**config.mk**
```make
export PLATFORM = sky130hd
export DESIGN_NAME = smv_front_flat
export DESIGN_NICKNAME = d
export VERILOG_FILES = /design/src/rtl/core/smv_pkg.sv /design/src/rtl/core/smv_in_if.sv /design/src/rtl/core/smv_cfg_if.sv /design/src/rtl/core/smv_front.sv /design/src/flat_wrapper.sv
export SDC_FILE = /design/constraint.sdc
export NUM_CORES = 1
export LEC_CHECK = 0
export BUFFER_PORTS_ARGS = -buffer_cell sky130_fd_sc_hd__buf_4
export CORE_UTILIZATION = 49
export CTS_CLUSTER_SIZE = 16
export DETAILED_ROUTE_END_ITERATION = 10
export PLACE_DENSITY_LB_ADDON = 0.12
export SETUP_SLACK_MARGIN = 0.2
export SYNTH_ARGS = -nofsm -noshare
export SYNTH_HDL_FRONTEND = slang
export SYNTH_SLANG_ARGS = --single-unit
```
**constraint.sdc**
```tcl
create_clock -name i_clk -period 12.1 [get_ports i_clk]
set_clock_uncertainty 0.15 [all_clocks]
set_input_delay 2.42 -clock i_clk [delete_from_list [all_inputs] [get_ports i_clk]]
set_output_delay 2.42 -clock i_clk [all_outputs]
set_load 0.01 [all_outputs]
```
**src/rtl/core/smv_pkg.sv**
```systemverilog
// Shared types, widths and codes of the sparse binary matrix-vector block.
package smv_pkg;

    localparam int VEC_DEPTH = 4096;
    localparam int ELEM_BITS = 64;
    localparam int ADDR_W    = $clog2(VEC_DEPTH);

    // Fixed field widths of the ports
    localparam int REQ_W  = 2;
    localparam int IDX_W  = 12;
    localparam int VAL_W  = 64;
    localparam int MAT_W  = 16;
    localparam int CNT_W  = 13;
    localparam int STAT_W = 2;
    localparam int CFGI_W = 3;

    // Command queue between front and back
    localparam int QDEPTH = 4;
    localparam int QPTR_W = $clog2(QDEPTH);

    typedef logic [ADDR_W-1:0] t_addr;

    typedef enum logic [REQ_W-1:0] {
        REQ_LOAD  = 2'd0,
        REQ_START = 2'd1,
        REQ_MAT   = 2'd2,
        REQ_READ  = 2'd3
    } t_req;

    typedef enum logic [2:0] {
        OP_NOP,
        OP_LOAD,
        OP_START,
        OP_RMW,
        OP_READ
    } t_op;

    localparam logic [STAT_W-1:0] ST_OK     = 2'd0;
    localparam logic [STAT_W-1:0] ST_RANGE  = 2'd1;
    localparam logic [STAT_W-1:0] ST_BEYOND = 2'd2;

    localparam logic [CFGI_W-1:0] CFG_GATHER  = 3'd0;
    localparam logic [CFGI_W-1:0] CFG_ROWS    = 3'd1;
    localparam logic [CFGI_W-1:0] CFG_OUT_LEN = 3'd2;
    localparam logic [CFGI_W-1:0] CFG_SRC_LEN = 3'd3;

    typedef struct packed {
        t_op                  op;
        logic [STAT_W-1:0]    status;
        logic                 done;
        t_addr                dst_addr;
        t_addr                src_addr;
        logic [ELEM_BITS-1:0] value;
    } t_cmd;

    function automatic t_addr to_addr(input logic [31:0] x);
        return t_addr'(x);
    endfunction

endpackage

```
**src/rtl/core/smv_in_if.sv**
```systemverilog
// Request channel: valid/ready plus request payload.
interface smv_in_if import smv_pkg::*; ();
    logic             valid;
    logic             ready;
    logic [REQ_W-1:0] req_type;
    logic [IDX_W-1:0] elem_index;
    logic [VAL_W-1:0] elem_value;
    logic [MAT_W-1:0] mat_word;

    modport source (output valid, req_type, elem_index, elem_value, mat_word, input ready);
    modport sink   (input valid, req_type, elem_index, elem_value, mat_word, output ready);
endinterface

```
**src/rtl/core/smv_cfg_if.sv**
```systemverilog
// Configuration write channel: valid/ready plus register index and data.
interface smv_cfg_if import smv_pkg::*; ();
    logic              valid;
    logic              ready;
    logic [CFGI_W-1:0] index;
    logic [CNT_W-1:0]  data;

    modport source (output valid, index, data, input ready);
    modport sink   (input valid, index, data, output ready);
endinterface

```
**src/rtl/core/smv_front.sv**
```systemverilog
// Front end: config registers, request classification and matrix stream parser.
module smv_front import smv_pkg::*; (
    input  logic           i_clk,
    input  logic           i_rst_n,
    smv_in_if.sink         i_in,
    smv_cfg_if.sink        i_cfg,
    input  logic           i_q_full,
    output logic           o_push,
    output t_cmd           o_cmd
);
    logic             r_gather;
    logic [CNT_W-1:0] r_row_count;
    logic [CNT_W-1:0] r_out_len;
    logic [CNT_W-1:0] r_src_len;

    logic [CNT_W-1:0] r_row;
    logic [MAT_W-1:0] r_left;
    logic             r_expect;
    logic [CNT_W-1:0] n_row;
    logic [MAT_W-1:0] n_left;
    logic             n_expect;

    logic        idx_in_vec;
    logic [31:0] dst_v;
    logic [31:0] src_v;
    logic        pair_ok;
    t_cmd        cmd;

    assign i_cfg.ready = 1'b1;
    assign i_in.ready  = !i_q_full;
    assign o_push      = i_in.valid && !i_q_full;
    assign o_cmd       = cmd;

    assign idx_in_vec = 32'(i_in.elem_index) < 32'(VEC_DEPTH);
    assign dst_v      = r_gather ? 32'(r_row) : 32'(i_in.mat_word);
    assign src_v      = r_gather ? 32'(i_in.mat_word) : 32'(r_row);
    assign pair_ok    = (src_v < 32'(r_src_len)) && (src_v < 32'(VEC_DEPTH)) &&
                        (dst_v < 32'(r_out_len)) && (dst_v < 32'(VEC_DEPTH));

    always_comb begin
        n_row        = r_row;
        n_left       = r_left;
        n_expect     = r_expect;
        cmd.op       = OP_NOP;
        cmd.status   = ST_OK;
        cmd.dst_addr = to_addr(32'(i_in.elem_index));
        cmd.src_addr = to_addr(32'(i_in.elem_index));
        cmd.value    = i_in.elem_value[ELEM_BITS-1:0];
        unique case (t_req'(i_in.req_type))
            REQ_LOAD: begin
                if (idx_in_vec) begin
                    cmd.op = OP_LOAD;
                end else begin
                    cmd.status = ST_RANGE;
                end
            end
            REQ_START: begin
                cmd.op   = OP_START;
                n_row    = '0;
                n_left   = '0;
                n_expect = 1'b1;
            end
            REQ_MAT: begin
                if (r_row >= r_row_count) begin
                    cmd.status = ST_BEYOND;
                end else if (r_expect) begin
                    n_left   = i_in.mat_word;
                    n_expect = 1'b0;
                    if (i_in.mat_word == '0) begin
                        n_row    = r_row + 1'b1;
                        n_expect = 1'b1;
                    end
                end else begin
                    cmd.dst_addr = to_addr(dst_v);
                    cmd.src_addr = to_addr(src_v);
                    if (pair_ok) begin
                        cmd.op = OP_RMW;
                    end else begin
                        cmd.status = ST_RANGE;
                    end
                    n_left = r_left - 1'b1;
                    if (n_left == '0) begin
                        n_row    = r_row + 1'b1;
                        n_expect = 1'b1;
                    end
                end
            end
            REQ_READ: begin
                if (idx_in_vec && (13'(i_in.elem_index) < r_out_len)) begin
                    cmd.op = OP_READ;
                end else begin
                    cmd.status = ST_RANGE;
                end
            end
            default: ;
        endcase
        cmd.done = (n_row >= r_row_count);
    end

    always_ff @(posedge i_clk) begin
        if (!i_rst_n) begin
            r_gather    <= 1'b1;
            r_row_count <= '0;
            r_out_len   <= '0;
            r_src_len   <= '0;
            r_row       <= '0;
            r_left      <= '0;
            r_expect    <= 1'b1;
        end else begin
            if (i_cfg.valid) begin
                unique case (i_cfg.index)
                    CFG_GATHER:  r_gather    <= i_cfg.data[0];
                    CFG_ROWS:    r_row_count <= i_cfg.data;
                    CFG_OUT_LEN: r_out_len   <= i_cfg.data;
                    CFG_SRC_LEN: r_src_len   <= i_cfg.data;
                    default: ;
                endcase
            end
            if (o_push) begin
                r_row    <= n_row;
                r_left   <= n_left;
                r_expect <= n_expect;
            end
        end
    end
endmodule

```
**src/flat_wrapper.sv**
```systemverilog
// flat-port wrapper written by rule: the top's interface ports become plain ports
module smv_front_flat import smv_pkg::*;
  (i_clk, i_rst_n, i_q_full, o_push, o_cmd, i_in_valid, i_in_req_type, i_in_elem_index, i_in_elem_value, i_in_mat_word, i_in_ready, i_cfg_valid, i_cfg_index, i_cfg_data, i_cfg_ready);
  smv_in_if i_in_i ();
  smv_cfg_if i_cfg_i ();
  input  logic i_clk;
  input  logic i_rst_n;
  input  logic i_q_full;
  output logic o_push;
  output t_cmd o_cmd;
  input wire logic [$bits(i_in_i.valid)-1:0] i_in_valid;
  input wire logic [$bits(i_in_i.req_type)-1:0] i_in_req_type;
  input wire logic [$bits(i_in_i.elem_index)-1:0] i_in_elem_index;
  input wire logic [$bits(i_in_i.elem_value)-1:0] i_in_elem_value;
  input wire logic [$bits(i_in_i.mat_word)-1:0] i_in_mat_word;
  output wire logic [$bits(i_in_i.ready)-1:0] i_in_ready;
  input wire logic [$bits(i_cfg_i.valid)-1:0] i_cfg_valid;
  input wire logic [$bits(i_cfg_i.index)-1:0] i_cfg_index;
  input wire logic [$bits(i_cfg_i.data)-1:0] i_cfg_data;
  output wire logic [$bits(i_cfg_i.ready)-1:0] i_cfg_ready;
  assign i_in_i.valid = i_in_valid;
  assign i_in_i.req_type = i_in_req_type;
  assign i_in_i.elem_index = i_in_elem_index;
  assign i_in_i.elem_value = i_in_elem_value;
  assign i_in_i.mat_word = i_in_mat_word;
  assign i_in_ready = i_in_i.ready;
  assign i_cfg_i.valid = i_cfg_valid;
  assign i_cfg_i.index = i_cfg_index;
  assign i_cfg_i.data = i_cfg_data;
  assign i_cfg_ready = i_cfg_i.ready;
  smv_front u_core (.i_clk(i_clk), .i_rst_n(i_rst_n), .i_in(i_in_i), .i_cfg(i_cfg_i), .i_q_full(i_q_full), .o_push(o_push), .o_cmd(o_cmd));
endmodule
```
==> flow_metrics.py <==
metrics = {
    "run_status": {
        "status": "finished clean",
    },
    "power_and_ir_drop": {
        "clock_power_share": 0.453,
        "switching_share": 0.2698,
        "internal_power_uw": 476.0,
        "vdd_drop_max_v": 0.00006639,
        "overall_power_consumption_uw": 651.9,
        "power_switching_uw": 175.9,
        "power_density_nw_per_um2": 93.91,
        "seq_power_share": 0.365,
        "leakagePower_nw": 2.773,
        "power.share.combinational": 0.182,
    },
    "global_routing": {
        "first_global_vias": 5670,
        "final_global_route_overflow_total": 0,
        "first_pass_grt_wire_length_um": 30160,
        "grt_start_max_net_pins": 45,
        "globalRouteTotalUtil": 0.2975,
        "antenna_violations_before_repair": 0,
    },
    "route": {
        "drtPass1Iterations": 5,
        "post-route-drc-count": 0,
        "vias_per_cell": 5.855,
        "detailroute.via_count": 5937,
        "drt_wl_total_um": 19070,
        "detail-route-antenna-nets": 0,
        "drtIter0Drc": 373,
        "drt-wirelength-per-cell_um": 18.80,
    },
    "worst_setup_path": {
        "arrival_worst_endpoint_ns": 6.56,
        "path_class": "input port to output pin",
        "worstPathMaxFanout": 11,
        "critical_path.startpoint_type": "input port",
        "timing.critical_path.required_ns": 9.53,
        "end_kind": "output pin",
    },
    "cts": {
        "numClockSinks": 70,
        "h_tree_levels": 3,
        "cts.repair_timing.setup_buffer_count": 0,
        "ctsRootBufferMaster": "sky130_fd_sc_hd__clkbuf_16",
        "clk-insertion-delay-late_ns": 0.35,
        "postCtsHoldBufs": 0,
        "cts_buffer_count": 9,
        "post_cts_resize_count": 0,
        "clock_tree.buffer_depth": 2,
        "clkSlewWorstSetupHoldPaths_ns": 0.06,
        "tritoncts": "built",
    },
    "sta": {
        "hold-worst-slack_ns": 0.3034,
        "rsz0062_at_grt": "no",
        "post-route-period-util": 0.7544,
        "timing.final.crit_period_ns": 9.128,
        "worst_slew_margin_rel": 0.2285,
        "setup-tns-final_ns": 0,
        "slew_viol_final": 0,
        "report.final.setup_viol": 0,
        "max_freq_ghz": 0.1096,
        "worstMarginPinSlew_ns": 1.156,
        "report.final.hold_viol_count": 0,
    },
    "cells_and_area": {
        "design.final.nets": 1021,
        "final_cell_area_um2": 6942,
        "fin_cells": 1014,
        "post_route_cells_drive_above_1_share": 0.1876,
        "num_antenna_cells": 0,
        "synthToLayoutAreaGrowth_pct": 8.998,
    },
    "synthesis": {
        "synth.net_count": 1024,
        "synth_flop_cell": "sky130_fd_sc_hd__dfxtp_1",
        "synth_async_sr_flop_share": 0,
        "synth_top_cell_area_share": 0.2200,
        "synthesized_area_um2": 6369,
        "syn_area_per_cell_um2": 7.573,
        "synth-edff-count": 0,
        "netlist_top_cells_count": "130 x sky130_fd_sc_hd__nand2_1, 84 x sky130_fd_sc_hd__a21oi_1, 70 x sky130_fd_sc_hd__dfxtp_1, 68 x sky130_fd_sc_hd__ha_1, 66 x sky130_fd_sc_hd__buf_4",
        "yosys.area.top_type": "sky130_fd_sc_hd__dfxtp_1",
        "synthMostInstantiatedCell": "sky130_fd_sc_hd__nand2_1",
        "netlist-cell-type-count": 68,
        "yosysWarningCount": 0,
        "postSynthRegisterBits": 70,
        "synth.yosys.seq_area_share": 0.2200,
        "synthCells": 841,
        "synth_area_leaders": "sky130_fd_sc_hd__dfxtp_1 22%, sky130_fd_sc_hd__ha_1 13%, sky130_fd_sc_hd__buf_4 7.8%",
    },
    "floorplan": {
        "placement_rows": 41,
        "coreArea_um2": 12670,
        "die-width_um": 116.0,
        "die_area_um2": 13460,
        "die_height_um": 116.0,
        "initial_cell_density_of_the_core": 0.5026,
        "floorplan.io_pins": 212,
    },
    "placement": {
        "placed_area_um2": 6618,
        "gp_congestion": 0.9490,
        "detailed_place_hpwl_um": 15000,
        "place.detailed.instances": 999,
        "port-buffer-count": 82,
    },
    "job": {
        "timing.max_cap.violations": 0,
    },
    "hold_path": {
        "holdCritPathClass": "register to register",
    },
}
## worst paths after layout
| path | from | endpoint | slack [ns] | cells after the start |
|---|---|---|---|---|
| max reg2reg | u_core.r_row[0] | u_core.r_row[3] | 8.58 | 9 |
| max | i_in_mat_word[13] | o_cmd[88] | 2.97 | 16 |
| min | u_core.r_src_len[3] | u_core.r_src_len[3] | 0.30 | 2 |
| min reg2reg | u_core.r_src_len[3] | u_core.r_src_len[3] | 0.30 | 2 |
## worst max-delay path, stage by stage
cell,delay (ns)
sky130_fd_sc_hd__buf_4,0.11
sky130_fd_sc_hd__nor3_1,0.49
sky130_fd_sc_hd__nand2b_1,0.19
sky130_fd_sc_hd__o31ai_1,0.88
sky130_fd_sc_hd__o2111ai_1,0.58
sky130_fd_sc_hd__xnor2_1,0.29
sky130_fd_sc_hd__nand2_1,0.08
sky130_fd_sc_hd__ha_1,0.28
sky130_fd_sc_hd__nand2b_1,0.14
sky130_fd_sc_hd__a21o_1,0.17
sky130_fd_sc_hd__a21o_1,0.16
sky130_fd_sc_hd__a21o_1,0.16
sky130_fd_sc_hd__a21o_1,0.17
sky130_fd_sc_hd__a21oi_1,0.14
sky130_fd_sc_hd__o21ai_0,0.12
sky130_fd_sc_hd__buf_4,0.16
## flip-flops by register name, indices dropped and copies added (netlist names)
register / cells
u_core.r_expect: 1
u_core.r_gather: 1
u_core.r_left: 16
u_core.r_out_len: 13
u_core.r_row: 13
u_core.r_row_count: 13
u_core.r_src_len: 13
## per-layer routing
layer	part of all wire	GRT usage	vias up
met5	0	0	-
met1	0.44	0.3869	2712
met4	0.042	0.1436	0
met2	0.44	0.4567	240
met3	0.073	0.07793	77
li1	-	-	2908
## cells in the final DEF (no fill, tap or decap), types with 5 or more instances in the layout
| cell | n |
|---|---|
| sky130_fd_sc_hd__nand2_1 | 130 |
| sky130_fd_sc_hd__buf_4 | 88 |
| sky130_fd_sc_hd__a21oi_1 | 84 |
| sky130_fd_sc_hd__dfxtp_1 | 70 |
| sky130_fd_sc_hd__ha_1 | 68 |
| sky130_fd_sc_hd__inv_1 | 54 |
| sky130_fd_sc_hd__nor2_1 | 37 |
| sky130_fd_sc_hd__o21ai_0 | 30 |
| sky130_fd_sc_hd__o21ba_2 | 23 |
| sky130_fd_sc_hd__mux2_2 | 21 |
| sky130_fd_sc_hd__a21o_1 | 19 |
| sky130_fd_sc_hd__nand3_1 | 19 |
| sky130_fd_sc_hd__nand4_1 | 13 |
| sky130_fd_sc_hd__or3_1 | 12 |
| sky130_fd_sc_hd__o211ai_1 | 11 |
| sky130_fd_sc_hd__xnor2_1 | 11 |
| sky130_fd_sc_hd__o21ai_1 | 10 |
| sky130_fd_sc_hd__or4_1 | 10 |
| sky130_fd_sc_hd__and3_1 | 9 |
| sky130_fd_sc_hd__clkbuf_16 | 9 |
| sky130_fd_sc_hd__nor4_1 | 8 |
| sky130_fd_sc_hd__nand2b_1 | 8 |
| sky130_fd_sc_hd__nor2b_1 | 7 |
| sky130_fd_sc_hd__o31ai_1 | 6 |
| sky130_fd_sc_hd__o2111ai_1 | 6 |
| sky130_fd_sc_hd__nor3_1 | 5 |
## power by group through the flow
stage | clock, mW | sequential (mW) | combinational (mW)
6_report | 0.295 | 0.238 | 0.119
5_1_grt | 0.306 | 0.238 | 0.131
4_1_cts | 0.298 | 0.238 | 0.117
3_5_place_dp | 0 | 0.243 | 0.117
3_3_place_gp | 0 | 0.243 | 0.116
2_1_floorplan | 0 | 0.241 | 0.0920
## per-stage QoR
stage	utilization	setup slack, ns
6_report	0.5478	2.972
5_1_grt	0.5478	2.693
4_1_cts	0.5478	3.018
3_5_place_dp	0.5223	3.052
3_3_place_gp	0.5223	3.238
2_1_floorplan	-	4.007
## cell type report
class / instances / area (um^2)
Tap cell: 172 / 215.2
Clock buffer: 12 / 256.5
Timing Repair Buffer: 88 / 660.6
Inverter: 56 / 210.2
Multi-Input combinational cell: 613 / 4130
Sequential cell: 70 / 1401
Fill cell: 1231 / 5729
Clock inverter: 3 / 67.56
## kinds of logic (layout without fill, tap and decap cells)
kind of cell | after synthesis | count (layout) | synth area share
other cells | 1 | 1 | 0.0005888
xor+xnor | 13 | 13 | 0.01788
compound gates | 228 | 228 | 0.2403
simple gates | 278 | 278 | 0.2120
flops | 70 | 70 | 0.2200
fa+ha+maj | 68 | 68 | 0.1336
mux | 25 | 25 | 0.04342
buf+inv | 158 | 159 | 0.1322
No activity file was read; power rests on OpenSTA's default activity.
