===== config.mk =====
export PLATFORM = sky130hd
export DESIGN_NAME = smv_queue
export DESIGN_NICKNAME = d
export VERILOG_FILES = /design/src/rtl/core/smv_pkg.sv /design/src/rtl/core/smv_queue.sv
export SDC_FILE = /design/constraint.sdc
export NUM_CORES = 1
export LEC_CHECK = 0
export ABC_AREA = 1
export BUFFER_PORTS_ARGS = -buffer_cell sky130_fd_sc_hd__buf_2
export CORE_MARGIN = 1
export CORE_UTILIZATION = 26
export DETAILED_ROUTE_END_ITERATION = 6
export SETUP_SLACK_MARGIN = 0.4
export SYNTH_ARGS = -nofsm -noshare
export SYNTH_HDL_FRONTEND = slang
export SYNTH_SLANG_ARGS = --single-unit

===== constraint.sdc =====
create_clock -name i_clk -period 8.5 [get_ports i_clk]
set_input_delay 0.85 -clock i_clk [delete_from_list [all_inputs] [get_ports i_clk]]
set_output_delay 0.85 -clock i_clk [all_outputs]
set_load 0.02 [all_outputs]

===== src/rtl/core/smv_pkg.sv =====
// Shared types, widths and codes of the sparse binary matrix-vector block.
package smv_pkg;

    localparam int VEC_DEPTH = 4096;
    localparam int ELEM_BITS = 64;
    localparam int ADDR_W    = $clog2(VEC_DEPTH);

    // Fixed field widths of the ports
    localparam int REQ_W  = 2;
    localparam int IDX_W  = 12;
    localparam int VAL_W  = 64;
    localparam int MAT_W  = 16;
    localparam int CNT_W  = 13;
    localparam int STAT_W = 2;
    localparam int CFGI_W = 3;

    // Command queue between front and back
    localparam int QDEPTH = 4;
    localparam int QPTR_W = $clog2(QDEPTH);

    typedef logic [ADDR_W-1:0] t_addr;

    typedef enum logic [REQ_W-1:0] {
        REQ_LOAD  = 2'd0,
        REQ_START = 2'd1,
        REQ_MAT   = 2'd2,
        REQ_READ  = 2'd3
    } t_req;

    typedef enum logic [2:0] {
        OP_NOP,
        OP_LOAD,
        OP_START,
        OP_RMW,
        OP_READ
    } t_op;

    localparam logic [STAT_W-1:0] ST_OK     = 2'd0;
    localparam logic [STAT_W-1:0] ST_RANGE  = 2'd1;
    localparam logic [STAT_W-1:0] ST_BEYOND = 2'd2;

    localparam logic [CFGI_W-1:0] CFG_GATHER  = 3'd0;
    localparam logic [CFGI_W-1:0] CFG_ROWS    = 3'd1;
    localparam logic [CFGI_W-1:0] CFG_OUT_LEN = 3'd2;
    localparam logic [CFGI_W-1:0] CFG_SRC_LEN = 3'd3;

    typedef struct packed {
        t_op                  op;
        logic [STAT_W-1:0]    status;
        logic                 done;
        t_addr                dst_addr;
        t_addr                src_addr;
        logic [ELEM_BITS-1:0] value;
    } t_cmd;

    function automatic t_addr to_addr(input logic [31:0] x);
        return t_addr'(x);
    endfunction

endpackage


===== src/rtl/core/smv_queue.sv =====
// Short command queue that decouples the front parser from the back executor.
module smv_queue import smv_pkg::*; (
    input  logic i_clk,
    input  logic i_rst_n,
    input  logic i_push,
    input  t_cmd i_cmd,
    output logic o_full,
    input  logic i_pop,
    output t_cmd o_head,
    output logic o_valid
);
    t_cmd              r_mem [QDEPTH];
    logic [QPTR_W-1:0] r_wr;
    logic [QPTR_W-1:0] r_rd;
    logic [QPTR_W:0]   r_count;

    assign o_full  = (r_count == (QPTR_W+1)'(QDEPTH));
    assign o_valid = (r_count != '0);
    assign o_head  = r_mem[r_rd];

    always_ff @(posedge i_clk) begin
        if (!i_rst_n) begin
            r_wr    <= '0;
            r_rd    <= '0;
            r_count <= '0;
        end else begin
            if (i_push) begin
                r_wr <= r_wr + 1'b1;
            end
            if (i_pop) begin
                r_rd <= r_rd + 1'b1;
            end
            r_count <= r_count + (QPTR_W+1)'(i_push) - (QPTR_W+1)'(i_pop);
        end
        if (i_push) begin
            r_mem[r_wr] <= i_cmd;
        end
    end
endmodule


==> reports/metrics.cfg, run 1 <==
[status]
outcome = completed

[finish]
utilization_pct = 31.3
nNetsFinal = 1440
drive_gt1_share_pct = 19.9
syn_to_final_growth_pct = 18.8
n_antenna_cell = 0
multi_input_area_um2 = 2560
final_cell_mix = edfxtp_1, inv_1, nand2_1
fillers = 5791
final_common_cell = edfxtp_1
seqCellArea_um2 = 11500

[worst_setup_path]
timing.rr.end = r_mem[0][90]
reg2reg_from = r_wr[0]
reg2regPathDepth = 5
path_max_fanout = 112
path_class = reg2out
ff2ff_setup_slack_ns = 6.06
arrival_ns = 2.77
cp.required_ns = 7.65
end_kind = primary output
start_kind = flop

[timing]
setup_ws_ns = 4.88
finalCriticalPeriod_ns = 3.62
max_slew_margin_pct = 30.5
clock_skew_ns = 0.00723
finalMaxSlewViolations = 0
hold_violations = 0
worst_pin_slew_ns = 1.04
rsz0062_at_grt = false
max_freq_mhz = 276
setup_viol = 0
setup_tns_ns = 0
post-route-period-util_pct = 42.6

[synth]
synth_nets = 1257
ys_types = 19
yosys.area.top_type_share_pct = 73.9
yosys_warnings = 0
yosysTopAreaCell = edfxtp_1
synthTopCellsByArea = edfxtp_1, inv_1, nand2_1
syn_avg_cell_area_um2 = 13.3
ys_ff_latch = 385
syn_area_um2 = 15300
synth_cells = 1152
ys_seq_area_share_pct = 75.1

[clocking]
cts_sinks = 385
post_cts_buffers = 0
cts.repair.resized = 0
htreeDepth = 2
cts_hold_buffers = 0
numCtsBuffers = 43
cts_buffer_depth = 3
clock-root-buffer = clkbuf_16
clk_pin_slew_ns = 0.05
clkLatencyLatePin_ns = 0.54
tritoncts = yes

[die]
dieArea_um2 = 59700
boundaryPins = 194
start_util_pct = 26.4
die_height_um = 244
core_um2 = 57900
rows = 88
fp.dieW_um = 244

[pwr]
p_total_mw = 4.38
vdd.ir_drop.worst_uv = 221
power_density_nw_per_um2 = 241
p_leak_nw = 6.92

[drt]
wirelength_um = 30200
drcViolationCount = 0
first_pass_iters = 4
wl_met2_um = 14500
vias_per_cell = 4.14
routedLengthMet1_um = 13100
wire_per_inst_um = 14.2
maxUsedRoutingLayer = met5
ant_nets = 0
drt_iter0_markers = 452
num_vias = 8820
wl_met3_um = 1980

[hold_path]
whs_path_depth = 2
hold_class = reg2reg
min_from = r_rd[1]

[global_route]
overflow = 0
grt_usage_pct = 9.96
grt_max_degree = 205
grt_pass1_vias = 8539
grt_pass1_wl_um = 46200
antenna_found_initial = 5

[placement]
post-dp-hpwl_um = 17100
post-place-ws_ns = 5.42
routabilityCongestion = 0.689
io_buffers = 193

[job]
maxCapViolCount = 0

[metrics by stage]
step / instance area (um2) / std cells / hold slack (ns)
global route: 18200 / 2133 / 0.474
CTS: 18200 / 2133 / 0.462
floorplan: 15300 / 1152 / 0.436
global placement: 16800 / 2055 / 0.449
finish: 18200 / 2133 / 0.469
detailed placement: 16800 / 2055 / 0.458
[worst max-delay path by stage]
stage,depth (start not counted),from,endpoint
final,5,flop,o_head[41]
after global routing,5,flop,o_head[32]
after CTS,5,flop,o_head[31]
after detailed placement,5,flop,o_head[31]
after global placement,5,flop,o_head[38]
after floorplan,2,i_push,r_mem[0][0]
[area by class of cell]
type                       instances  share of cell area, %
sequential                       385                   63.2
multi-input combinational        501                   14.1
clock buffer                      49                   6.29
timing repair buffer             201                   5.72
tap                              765                   5.27
inverter                         203                   4.25
clock inverter                    29                   1.14
[worst max-delay path: stages, from the launching register on]
cell     delay, ns
dfxtp_4       0.72
buf_4         0.88
a21oi_1       0.18
o21ai_1       0.12
nand2_1       0.08
buf_2         0.16
[report_power, final]
group	internal [mW]	total (mW)	leakage, nW	switching, mW
Sequential	2.17	2.20	3.53	0.0251
Clock	1.03	1.76	0.669	0.732
Combinational	0.125	0.424	2.72	0.299
Total	3.33	4.38	6.92	1.06
[Yosys cell counts]
master and n:
edfxtp_1 376, inv_1 203, nand2_1 198, a21oi_1 99
o211ai_1 94, o21ai_1 60, o21ai_0 38, buf_6 24
buf_2 19, buf_4 10, dfxtp_1 9, ha_1 6
clkbuf_2 5, clkbuf_1 3, buf_1 2, nand3_1 2
nor2_1 2, a21oi_2 1, fa_1 1
[sequential cells by signal, indices dropped and copies added (netlist names), named ones only]
| name | flops |
|---|---|
| r_mem | 376 |
| r_count | 3 |
| r_rd | 2 |
| r_wr | 2 |
[metal layers]
layer / vias to the layer above / GRT usage (%)
li1: 4380 / -
met1: 4201 / 12.0
met2: 177 / 16.6
met3: 52 / 3.41
met4: 10 / 3.35
met5: - / 0
[logic make-up (layout without fill, tap and decap cells)]
kind of cell,count (synthesis),after routing,share of synthesized area (%)
adders and majority gates,7,7,0.623
DFF,385,385,75.1
and+or+nand+nor,202,202,4.98
buffers and inverters,266,482,8.16
AOI/OAI and AO/OA,292,292,11.1
Note: power is estimated with default switching activity, not from simulation.
==> inputs of run 2 (changes only) <==
==> constraint.sdc (replaced) <==
create_clock -name i_clk -period 3.14 [get_ports i_clk]
set_input_delay 0.314 -clock i_clk [delete_from_list [all_inputs] [get_ports i_clk]]
set_output_delay 0.314 -clock i_clk [all_outputs]
set_load 0.02 [all_outputs]
==> run 2 against run 1 <==
Against the previous run:
- routed wire length increased by 4.6%
- critical path depth unchanged
- via count increased by 5.2%
- utilization increased by 2.1 points
- clock skew increased by 0.0075 ns
- highest routed layer unchanged
- register-to-register slack got worse by 4.9 ns
- total power increased to 2.8 times the previous value
- first-iteration DRC count decreased by 6.4%
==> reports/metrics.cfg, run 2 (synthesis gave the netlist of run 1 again) <==
[worst_setup_path]
crit_chain = buf_12 -> a21oi_1 -> o21ai_1 -> nand2_1 -> buf_2
slowest_delay_ns = 0.65  ; -0.23 ns
reg2reg_from = r_wr[0]
end_kind = primary output
arrival_ns = 2.19  ; -0.58 ns
start_kind = flop
path_class = reg2out
slowest_stage = dfxtp_4
critical_path_buf_inv_count = 2  ; unchanged
path_max_fanout = 104  ; -7.1%
crit_family = flip-flops
cp.required_ns = 2.83  ; -4.82 ns

[clocking]
cts.repair.resized = 0  ; unchanged
htreeDepth = 2  ; unchanged
cts_hold_buffers = 95  ; +95
tritoncts = yes
cts_buffer_depth = 3  ; unchanged
post_cts_buffers = 0  ; unchanged
clk_pin_slew_ns = 0.06  ; about the same
numCtsBuffers = 42  ; -2.3%
clock-root-buffer = clkbuf_16
cts_sinks = 385  ; unchanged
clkLatencyLatePin_ns = 0.55  ; about the same

[global_route]
grt_pass1_vias = 9182  ; +7.5%
overflow = 0  ; unchanged
grt_pass1_wl_um = 48800  ; +5.6%
grt_max_degree = 105  ; -49%
antenna_found_initial = 5  ; unchanged
grt_usage_pct = 10.5  ; +0.52 points

[finish]
fillers = 5681  ; -1.9%
multi_input_area_um2 = 2560  ; unchanged
syn_to_final_growth_pct = 26.7
top_register = r_mem
design_area_um2 = 19300  ; +6.6%
drive_gt1_share_pct = 18.8  ; -1.1 points
nNetsFinal = 1543  ; +7.2%
largest_reg_flops = 376  ; unchanged
final_common_cell = edfxtp_1
final_cell_mix = edfxtp_1, inv_1, nand2_1
seqCellArea_um2 = 11500  ; unchanged
largest_registers = r_mem x376, r_count x3

[pwr]
power_density_nw_per_um2 = 629  ; +160%
vdd.ir_drop.worst_uv = 479  ; +120%
p_clk_share_pct = 40.6  ; +0.4 points
p_sw_mw = 2.85  ; +170%
swShare_pct = 23.4  ; -0.69 points
p_comb_share_pct = 10.6  ; +0.9 points
p_leak_nw = 7.38  ; +6.6%
p_int_mw = 9.32  ; +180%
seqPwrFrac_pct = 48.8  ; -1.4 points

[timing]
rsz0062_at_grt = false
setup_viol = 0  ; unchanged
clock_skew_ns = 0.0148  ; +0.00754 ns
max_freq_mhz = 399
setup_tns_ns = 0  ; unchanged
worst_pin_slew_ns = 0.673  ; -0.369 ns
post-route-period-util_pct = 79.7
finalCriticalPeriod_ns = 2.50
max_slew_margin_pct = 55.2  ; +25 points
finalMaxSlewViolations = 0  ; unchanged
hold_violations = 0  ; unchanged

[die]
rows = 88  ; unchanged
boundaryPins = 194  ; unchanged
dieArea_um2 = 59700  ; unchanged
die_height_um = 244  ; unchanged
start_util_pct = 26.4  ; unchanged
core_um2 = 57900  ; unchanged
fp.dieW_um = 244  ; unchanged

[placement]
post-dp-hpwl_um = 18000  ; +5.3%
io_buffers = 193  ; unchanged
postPlaceCellArea_um2 = 17000  ; +1.2%
routabilityCongestion = 0.675  ; -2.1%

[drt]
first_pass_iters = 5  ; +1
ant_nets = 0  ; unchanged
drt_iter0_markers = 423  ; -6.4%
wirelength_um = 31600  ; +4.6%
drcViolationCount = 0  ; unchanged
num_vias = 9277  ; +5.2%
wire_per_inst_um = 14.2  ; about the same
vias_per_cell = 4.15  ; +0.43%

[hold_path]
min_from = i_rst_n
hold_class = in2reg

[job]
maxCapViolCount = 0  ; unchanged

[status]
outcome = completed

## run 2: power by group through the flow
stage / clock (mW) / sequential (mW) / combinational (mW)
CTS: 5.10 / 5.95 / 1.31
finish: 4.94 / 5.94 / 1.29
floorplan: 0 / 6.03 / 0.796
global route: 5.28 / 5.96 / 1.43
detailed placement: 0 / 6.05 / 1.21
global placement: 0 / 6.04 / 1.19
## run 2: stage by stage
step / total power [mW] / setup WS [ns] / instances / hold WS [ns] / utilization (%)
2_1_floorplan: 6.83 / 0.682 / 1152 / 0.406 / -
3_3_place_gp: 7.23 / 1.15 / 2064 / 0.440 / 29.4
3_5_place_dp: 7.26 / 1.15 / 2064 / 0.474 / 29.4
4_1_cts: 12.4 / 0.581 / 2233 / 0.0142 / 33.4
5_1_grt: 12.7 / 0.434 / 2234 / 0.0319 / 33.4
6_report: 12.2 / 0.636 / 2234 / 0.0536 / 33.4
## run 2: final timing paths
check | end | slack (ns) | depth (start not counted)
max | o_head[51] | 0.64 | 5
max reg2reg | r_mem[3][47] | 1.21 | 4
min | r_count[1] | 0.05 | 3
min reg2reg | flop | 0.47 | 2
## run 2: tightest hold or removal path: stages
cell,delay (ns)
buf_2,0.14
nand2_1,0.06
inv_1,0.04
## run 2: layout make-up
class | instances | area share, %
Sequential cell | 385 | 59.3
Multi-Input combinational cell | 501 | 13.2
Timing Repair Buffer | 305 | 11.3
Clock buffer | 49 | 5.90
Tap cell | 765 | 4.95
Inverter | 203 | 4.02
Clock inverter | 25 | 1.31
Antenna cell | 1 | 0.0129
## run 2: routing by layer
metal	up-vias	global-route usage [%]	routed length [um]
met5	-	0	35
met4	6	3.44	626
met3	49	3.29	1970
met2	175	18.2	15700
met1	4462	12.2	13300
li1	4585	-	-
==> inputs of run 3 (changes only) <==
==> constraint.sdc (replaced) <==
create_clock -name i_clk -period 2.4 [get_ports i_clk]
set_input_delay 0.24 -clock i_clk [delete_from_list [all_inputs] [get_ports i_clk]]
set_output_delay 0.24 -clock i_clk [all_outputs]
set_load 0.02 [all_outputs]
==> run 3 against run 2 <==
Against the previous run:
- clock skew increased by 0.0098 ns
- hold slack better by 0.026 ns
- critical path depth up 1
- sequential power is 31% higher
==> reports/metrics.cfg, run 3 (synthesis gave the netlist of run 1 again) <==
[clocking]
clk_pin_slew_ns = 0.06  ; about the same
clock-root-buffer = clkbuf_16
clkLatencyLatePin_ns = 0.56  ; about the same
htreeDepth = 2  ; unchanged
cts_sinks = 385  ; unchanged
numCtsBuffers = 43  ; +2.4%
cts_buffer_depth = 3  ; unchanged
tritoncts = yes

[pwr]
power_density_nw_per_um2 = 794  ; +26%
vdd.ir_drop.worst_uv = 559  ; +17%
p_leak_nw = 8.01  ; +8.6%

[finish]
n_antenna_cell = 0  ; -1
largest_registers = r_mem x376, r_count x3
top_register = r_mem
final_cell_mix = edfxtp_1, inv_1, nand2_1
nNetsFinal = 1595  ; +3.4%
largest_reg_flops = 376  ; unchanged
drive_gt1_share_pct = 24.2  ; +5.4 points
final_common_cell = edfxtp_1
syn_to_final_growth_pct = 37.1
utilization_pct = 36.2  ; +2.7 points
design_area_um2 = 20900  ; +8.2%

[timing]
setup_ws_ns = 0.325  ; -0.311 ns
rsz0062_at_grt = true
post-route-period-util_pct = 86.4
setup_viol = 0  ; unchanged
setup_tns_ns = 0  ; unchanged
timing.hold.ws_ns = 0.0795  ; +0.0260 ns
max_freq_mhz = 482
max_slew_margin_pct = 49.6  ; -5.6 points
finalMaxSlewViolations = 0  ; unchanged
worst_pin_slew_ns = 0.756  ; +0.0838 ns
hold_violations = 0  ; unchanged
clock_skew_ns = 0.0246  ; +0.00979 ns
finalCriticalPeriod_ns = 2.07

[global_route]
grt_use_met2_pct = 20.5  ; +2.3 points
grt_max_degree = 50  ; -52%
grt_pass1_vias = 9641  ; +5.0%
busiest_layer = met2
gr-usage-met3_pct = 2.62  ; -0.67 points
overflow = 0  ; unchanged
grt_use_met1_pct = 15.4  ; +3.3 points
grt_usage_pct = 12.1  ; +1.6 points
grt_pass1_wl_um = 54900  ; +13%
antenna_found_initial = 0  ; -5

[die]
start_util_pct = 26.4  ; unchanged
core_um2 = 57900  ; unchanged
boundaryPins = 194  ; unchanged
dieArea_um2 = 59700  ; unchanged
fp.dieW_um = 244  ; unchanged
rows = 88  ; unchanged
die_height_um = 244  ; unchanged

[placement]
io_buffers = 193  ; unchanged
routabilityCongestion = 0.697  ; +3.3%
post-place-ws_ns = 0.666  ; -0.482 ns
post-dp-hpwl_um = 17600  ; -2.4%
postPlaceCellArea_um2 = 17100  ; +0.57%

[worst_setup_path]
start_kind = flop
cp.required_ns = 2.16  ; -0.67 ns
path_class = reg2out
arrival_ns = 1.83  ; -0.36 ns
path_max_fanout = 14  ; -87%
end_kind = primary output

[job]
maxCapViolCount = 0  ; unchanged

[drt]
drt_iter0_markers = 594  ; +40%
first_pass_iters = 5  ; unchanged
vias_per_cell = 4.27  ; +2.7%
wirelength_um = 39100  ; +24%
num_vias = 9762  ; +5.2%
drcViolationCount = 0  ; unchanged
ant_nets = 0  ; unchanged
wire_per_inst_um = 17.1  ; +21%

[hold_path]
hold_class = in2reg

[status]
outcome = completed

run 3: path summary, 6_finish.rpt:
check	startpoint	to	slack, ns	cells past startpoint
min	i_push	r_wr[1]	0.08	3
max reg2reg	r_wr[1]	r_mem[1][49]	0.69	5
max	flop	o_head[41]	0.33	6
min reg2reg	r_rd[1]	flop	0.45	2
run 3: critical path, stage by stage (launching register included):
cell	delay [ns]
dfxtp_4	0.39
buf_12	0.15
buf_16	0.15
buf_16	0.17
o21ai_1	0.18
nand2_1	0.09
buf_6	0.13
run 3: area by class of cell:
| class | count | area, um2 |
|---|---|---|
| Multi-Input combinational cell | 501 | 2700 |
| Inverter | 203 | 777 |
| Tap cell | 765 | 957 |
| Clock buffer | 55 | 1160 |
| Sequential cell | 385 | 11500 |
| Timing Repair Buffer | 356 | 3610 |
| Fill cell | 5501 | 37000 |
| Clock inverter | 23 | 254 |
run 3: stage by stage:
stage,cells,total power [mW]
finish,2288,16.6
detailed placement,2071,9.54
global route,2288,17.2
floorplan,1152,8.94
CTS,2274,16.6
global placement,2071,9.50
run 3: routing by layer:
layer	share of wire, %	vias to the layer above
met2	48	227
met4	1.8	0
met1	45	4780
met5	0	-
li1	-	4708
met3	4.8	47
run 3: timing repair:
| action | in CTS | in global routing |
|---|---|---|
| hold endpoints to repair | 385 | 0 |
| gates cloned | 17 | 12 |
| resized for setup | 107 | 92 |
| setup endpoints to repair | 94 | 93 |
| pin swaps | 14 | 28 |
| buffers inserted | 12 | 2 |
| hold buffers | 96 | 0 |
run 3: power by group:
part           switching [mW]  internal (mW)  leakage, nW
logic                    1.34          0.979         3.81
registers              0.0756           7.69         3.53
clock network            2.57           3.97        0.673
total                    3.99           12.6         8.01
